File: src/rtl/mat4_vertex_transform_top_defines.svh
// Assertion macros shared by the mat4 vertex transform RTL.
// Depends on a clock aclk and an active-low reset aresetn in the using module.
`ifndef MAT4_VERTEX_TRANSFORM_TOP_DEFINES_SVH
`define MAT4_VERTEX_TRANSFORM_TOP_DEFINES_SVH

// same-cycle implication
`define M4VT_ASSERT_NOW(label, ante, cons, msg) \
    label: assert property (@(posedge aclk) disable iff (!aresetn) (ante) |-> (cons)) \
        else $error(msg);

// next-cycle implication
`define M4VT_ASSERT_NEXT(label, ante, cons, msg) \
    label: assert property (@(posedge aclk) disable iff (!aresetn) (ante) |=> (cons)) \
        else $error(msg);

`endif

File: src/rtl/m4vt_pkg.sv
// Types, constants and fixed-point helpers for the mat4 vertex transform.
// No dependencies.
`default_nettype none

package m4vt_pkg;

    localparam int FRAC_BITS = 16;

    typedef logic signed [31:0] fx_t;
    typedef logic signed [63:0] prod_t;
    typedef logic signed [65:0] acc_t;

    typedef fx_t   fxmat_t   [16];
    typedef prod_t prodmat_t [16];
    typedef fx_t   vec_t     [4];

    typedef enum logic [2:0] {
        OP_WRITE     = 3'd0,
        OP_IDENTITY  = 3'd1,
        OP_TRANSLATE = 3'd2,
        OP_SCALE     = 3'd3,
        OP_COL_XFORM = 3'd4,
        OP_ROW_XFORM = 3'd5
    } op_t;

    typedef struct packed {
        logic       fire;
        op_t        op;
        logic [3:0] idx;
        fx_t        value;
    } mat_req_t;

    localparam fx_t  ONE_FX     = fx_t'(64'sd1 <<< FRAC_BITS);
    localparam fx_t  FX_MAX     = 32'sh7FFF_FFFF;
    localparam fx_t  FX_MIN     = 32'sh8000_0000;
    localparam acc_t ACC_MAX    = acc_t'(64'sh7FFF_FFFF);
    localparam acc_t ACC_MIN    = acc_t'(-64'sh8000_0000);
    localparam acc_t ROUND_HALF = acc_t'(64'sd1 <<< (FRAC_BITS - 1));

    function automatic fx_t identity_word(input logic [3:0] i);
        return (i[1:0] == i[3:2]) ? ONE_FX : '0;
    endfunction

    function automatic acc_t sum4(input prod_t a, input prod_t b, input prod_t c,
                                  input prod_t d);
        return acc_t'(a) + acc_t'(b) + acc_t'(c) + acc_t'(d);
    endfunction

    // round half up, drop fraction, saturate to 32 bits
    function automatic fx_t round_sat(input acc_t s);
        acc_t r;
        r = (s + ROUND_HALF) >>> FRAC_BITS;
        if (r > ACC_MAX) begin
            return FX_MAX;
        end else if (r < ACC_MIN) begin
            return FX_MIN;
        end
        return fx_t'(r);
    endfunction

endpackage

`default_nettype wire

File: src/rtl/m4vt_matrix.sv
// Matrix store with element write, identity load and right composition.
// Depends on m4vt_pkg; products come from m4vt_mul_array.
`default_nettype none

module m4vt_matrix (
    input  logic               aclk,
    input  logic               aresetn,
    input  m4vt_pkg::mat_req_t req,
    input  m4vt_pkg::prodmat_t prod,
    output m4vt_pkg::fxmat_t   mat
);
    import m4vt_pkg::*;

    fxmat_t mat_reg;
    fxmat_t mat_next;

    always_comb begin
        mat_next = mat_reg;
        if (req.fire) begin
            case (req.op)
                OP_WRITE: begin
                    mat_next[req.idx] = req.value;
                end
                OP_IDENTITY: begin
                    for (int i = 0; i < 16; i++) begin
                        mat_next[i] = identity_word(4'(i));
                    end
                end
                OP_TRANSLATE: begin
                    for (int r = 0; r < 4; r++) begin
                        mat_next[r*4+3] = round_sat(sum4(prod[r*4], prod[r*4+1],
                            prod[r*4+2], prod_t'(mat_reg[r*4+3]) <<< FRAC_BITS));
                    end
                end
                OP_SCALE: begin
                    for (int r = 0; r < 4; r++) begin
                        for (int c = 0; c < 3; c++) begin
                            mat_next[r*4+c] = round_sat(acc_t'(prod[r*4+c]));
                        end
                    end
                end
                default: begin
                end
            endcase
        end
    end

    always_ff @(posedge aclk) begin
        if (!aresetn) begin
            for (int i = 0; i < 16; i++) begin
                mat_reg[i] <= identity_word(4'(i));
            end
        end else begin
            mat_reg <= mat_next;
        end
    end

    assign mat = mat_reg;

endmodule

`default_nettype wire

File: config.mk
export PLATFORM = sky130hd
export DESIGN_NAME = m4vt_matrix
export DESIGN_NICKNAME = d
export VERILOG_FILES = /design/src/rtl/mat4_vertex_transform_top_defines.svh /design/src/rtl/m4vt_pkg.sv /design/src/rtl/m4vt_matrix.sv
export SDC_FILE = /design/constraint.sdc
export NUM_CORES = 2
export LEC_CHECK = 0
export CAP_MARGIN = 5
export CORE_AREA = 2 2 622 624
export CTS_BUF_LIST = sky130_fd_sc_hd__clkbuf_16
export CTS_CLUSTER_SIZE = 10
export DETAILED_ROUTE_END_ITERATION = 10
export DIE_AREA = 0 0 624 626
export DONT_BUFFER_PORTS = 1
export PLACE_DENSITY_LB_ADDON = 0.25
export SLEW_MARGIN = 20
export SYNTH_ARGS = -nofsm -noshare
export SYNTH_HDL_FRONTEND = slang
export SYNTH_SLANG_ARGS = --single-unit
File: constraint.sdc
create_clock -name aclk -period 8 [get_ports aclk]
set_input_delay 1.6 -clock aclk [delete_from_list [all_inputs] [get_ports aclk]]
set_output_delay 1.6 -clock aclk [all_outputs]
set_load 0.01 [all_outputs]
==> run summary <==
outcome = finished with violations
failing checks = max-slew violations
commonest cells after routing, fill and taps aside = 1239 x inv_1, 1083 x a21oi_1, 909 x o21ai_0
# hold bufs at CTS = 0
top_reg_cell synth = dfxtp_1
net count after synthesis = 10858
number of synthesized flops with an enable pin = 0
Clock Sinks = 512
#FFs+latches synth = 512
post_cts resized = 0
Initial Util = 0.168
Simple-Gate Fraction of Synth Area = 0.201
Rows = 228
Post-DP HPWL = 426000 um
die width = 624 um
commonest non-fill, non-tap cell in the layout = inv_1
mux cell area share after synthesis = 0.00433
final hold viol count = 0
slew margin rel. = -0.00332
fin crit share = 0.861
Final #Nets = 10665
Syn Area/Cell = 7.14 um^2
first-pass GRT wire length = 655000 um
Max VDD drop = 0.000157 V
DRC violations left = 0
GP Congestion = 1.02
main combinational cell family by area after synthesis = compound AO/OA/AOI/OAI gates
DR vias = 71352
share of layout cells above drive strength 1 = 0.0505
top cell type's share of synthesized area = 0.159
Setup TNS = 0 ps
largest net degree at the start of global routing = 444
largest buffer count on any clock path = 4
final setup vio count = 0
post-layout util = 0.191
root buf cell = clkbuf_16
overall routing resource usage = 0.249
adder-cell share of the synthesized area = 0.201
Crit Path Category = in2reg
Compound-Gate Fraction of Synth Area = 0.258
register area share after synthesis = 0.159
grt ovf = 0
post-route minimum period = 6890 ps
Final Hold Slack = 586 ps
vias in the first global route = 66324
asr flop ratio synth = 0
post-synth top area cell = dfxtp_1
H-tree depth = 3
I/O pin count = 1578
total wire length = 509000 um
post-route ant nets = 0
post-CTS setup buffers = 0
Clock Skew = 68.1 ps
Die Y = 626 um
slew at the pin closest to its max-slew limit = 1500 ps
first-pass detailed-route iteration total = 6
Buf+Inv Stages, Crit Path = 3
Mapped Cells = 9024
Leak Pwr = 0.0284 uW
Critical Path RT = 8710 ps
buffers added on ports = 0
TritonCTS clock tree = built
Crit. End Element = register
area of the die = 0.391 mm^2
number of max-cap violations = 0
clock-pin slew on the worst setup and hold paths = 40 ps
RSZ-0062 raised after global routing = no
Slowest-stage cell, CP = a2111oi_0
Clk Latency, worst-skew pair = 850 ps
core area = 0.384 mm^2
synthesized cell area = 0.0645 mm^2
fmax = 145 MHz
total CTS buffers = 84
Starting DRT DRC Count = 8693
Min-Delay Path Class = reg2reg
post-synth cell types = 96
wire per inst = 36.3 um
cell family with the largest share of critical-path delay = simple AND/OR/NAND/NOR gates
synth top area cells = dfxtp_1 16%, fa_1 14%, a21oi_1 8.4%, inv_1 7.1%, o21ai_0 7.1%
crit-path max cell delay = 740 ps
XOR/XNOR Fraction of Synth Area = 0.0783
Crit Path Max Fanout = 10
area growth from synthesis to layout = 14.1%
Slew Limit Fails = 20
Cell Pwr Density = 201 mW/mm^2
initial antenna violation count = 112
CP Launch Type = primary input
crit path cell chain = inv_1 -> fa_1 -> fa_1 -> inv_1 -> ha_1 -> a21oi_1 -> o21ai_0 -> nand2_1 -> or3b_2 -> nor3_1 -> o221ai_1 -> a2111oi_0 -> nand2_1 -> nor4b_1 -> and4_1 -> o21a_1 -> nand3_1 -> buf_4 -> o21ai_0
Vias/cell = 5.09
start point of the critical path = prod[917]
Yosys warnings = 0
CP arrival = 7600 ps
[routing by layer]
metal | GRT usage | share of wire
met1 | 0.302 | 0.39
met2 | 0.388 | 0.44
met3 | 0.0792 | 0.10
met4 | 0.140 | 0.061
met5 | 0 | 0.00041
[worst register-to-register path, cell delays in order, from the launching register on]
cell,delay [ps]
dfxtp_1,720
inv_1,230
fa_1,580
inv_1,60
ha_1,360
a21oi_1,270
o21ai_0,180
nand2_1,100
or3b_2,480
nor3_1,660
o221ai_1,240
a2111oi_0,740
nand2_1,120
nor4b_1,320
and4_1,290
o21a_1,160
nand3_1,290
buf_4,310
o21ai_0,150
[through the flow]
stage	instance area [um^2]	instances	total power, uW	setup WS (ps)
6_report	73500	14025	14800	1110
5_1_grt	73400	13984	15700	957
4_1_cts	73300	13948	14800	1260
3_5_place_dp	70700	13805	10800	417
3_3_place_gp	70700	13804	10900	498
2_1_floorplan	64500	9024	8050	1590
[synthesized netlist by cell type (all sizes together), types with 78 or more instances]
| master | instances |
|---|---|
| inv | 1225 |
| a21oi | 1086 |
| o21ai | 932 |
| nand2 | 698 |
| dfxtp | 512 |
| nor2 | 499 |
| xnor2 | 474 |
| fa | 448 |
| clkbuf | 412 |
| ha | 320 |
| nand3 | 311 |
| nand4 | 245 |
| nor3 | 237 |
| a31oi | 137 |
| nor4 | 112 |
| a22oi | 111 |
| xor2 | 102 |
| and3 | 101 |
| and2 | 96 |
| a211oi | 84 |
| a21o | 78 |
[worst paths after layout]
check,to,slack [ps],cells past startpoint
worst max-delay path,register,1110,19
worst min-delay path,register,590,2
worst max register to register,register,1660,18
worst min register to register,register,590,2
[report_power, final]
part	switching (uW)	internal, uW	total (uW)
clock network	1690	2180	3860
registers	322	2680	3000
logic	5210	2690	7910
total	7220	7550	14800
[layout make-up]
| cell class | count | area (um^2) |
|---|---|---|
| fillers | 43958 | 311000 |
| clock buffers | 85 | 2130 |
| inverters | 1226 | 4600 |
| well taps | 5060 | 6330 |
| diodes | 77 | 193 |
| flip-flops and latches | 512 | 10200 |
| repair buffers | 168 | 1310 |
| clock inverters | 58 | 504 |
| multi-input cells | 6839 | 48200 |
[logic make-up after synthesis]
kind of cell / after synthesis
compound gates: 2866
xor+xnor: 576
fa+ha+maj: 768
buf+inv: 1673
flops: 512
mux: 27
simple gates: 2602
Power figures use the tool's default switching activity.
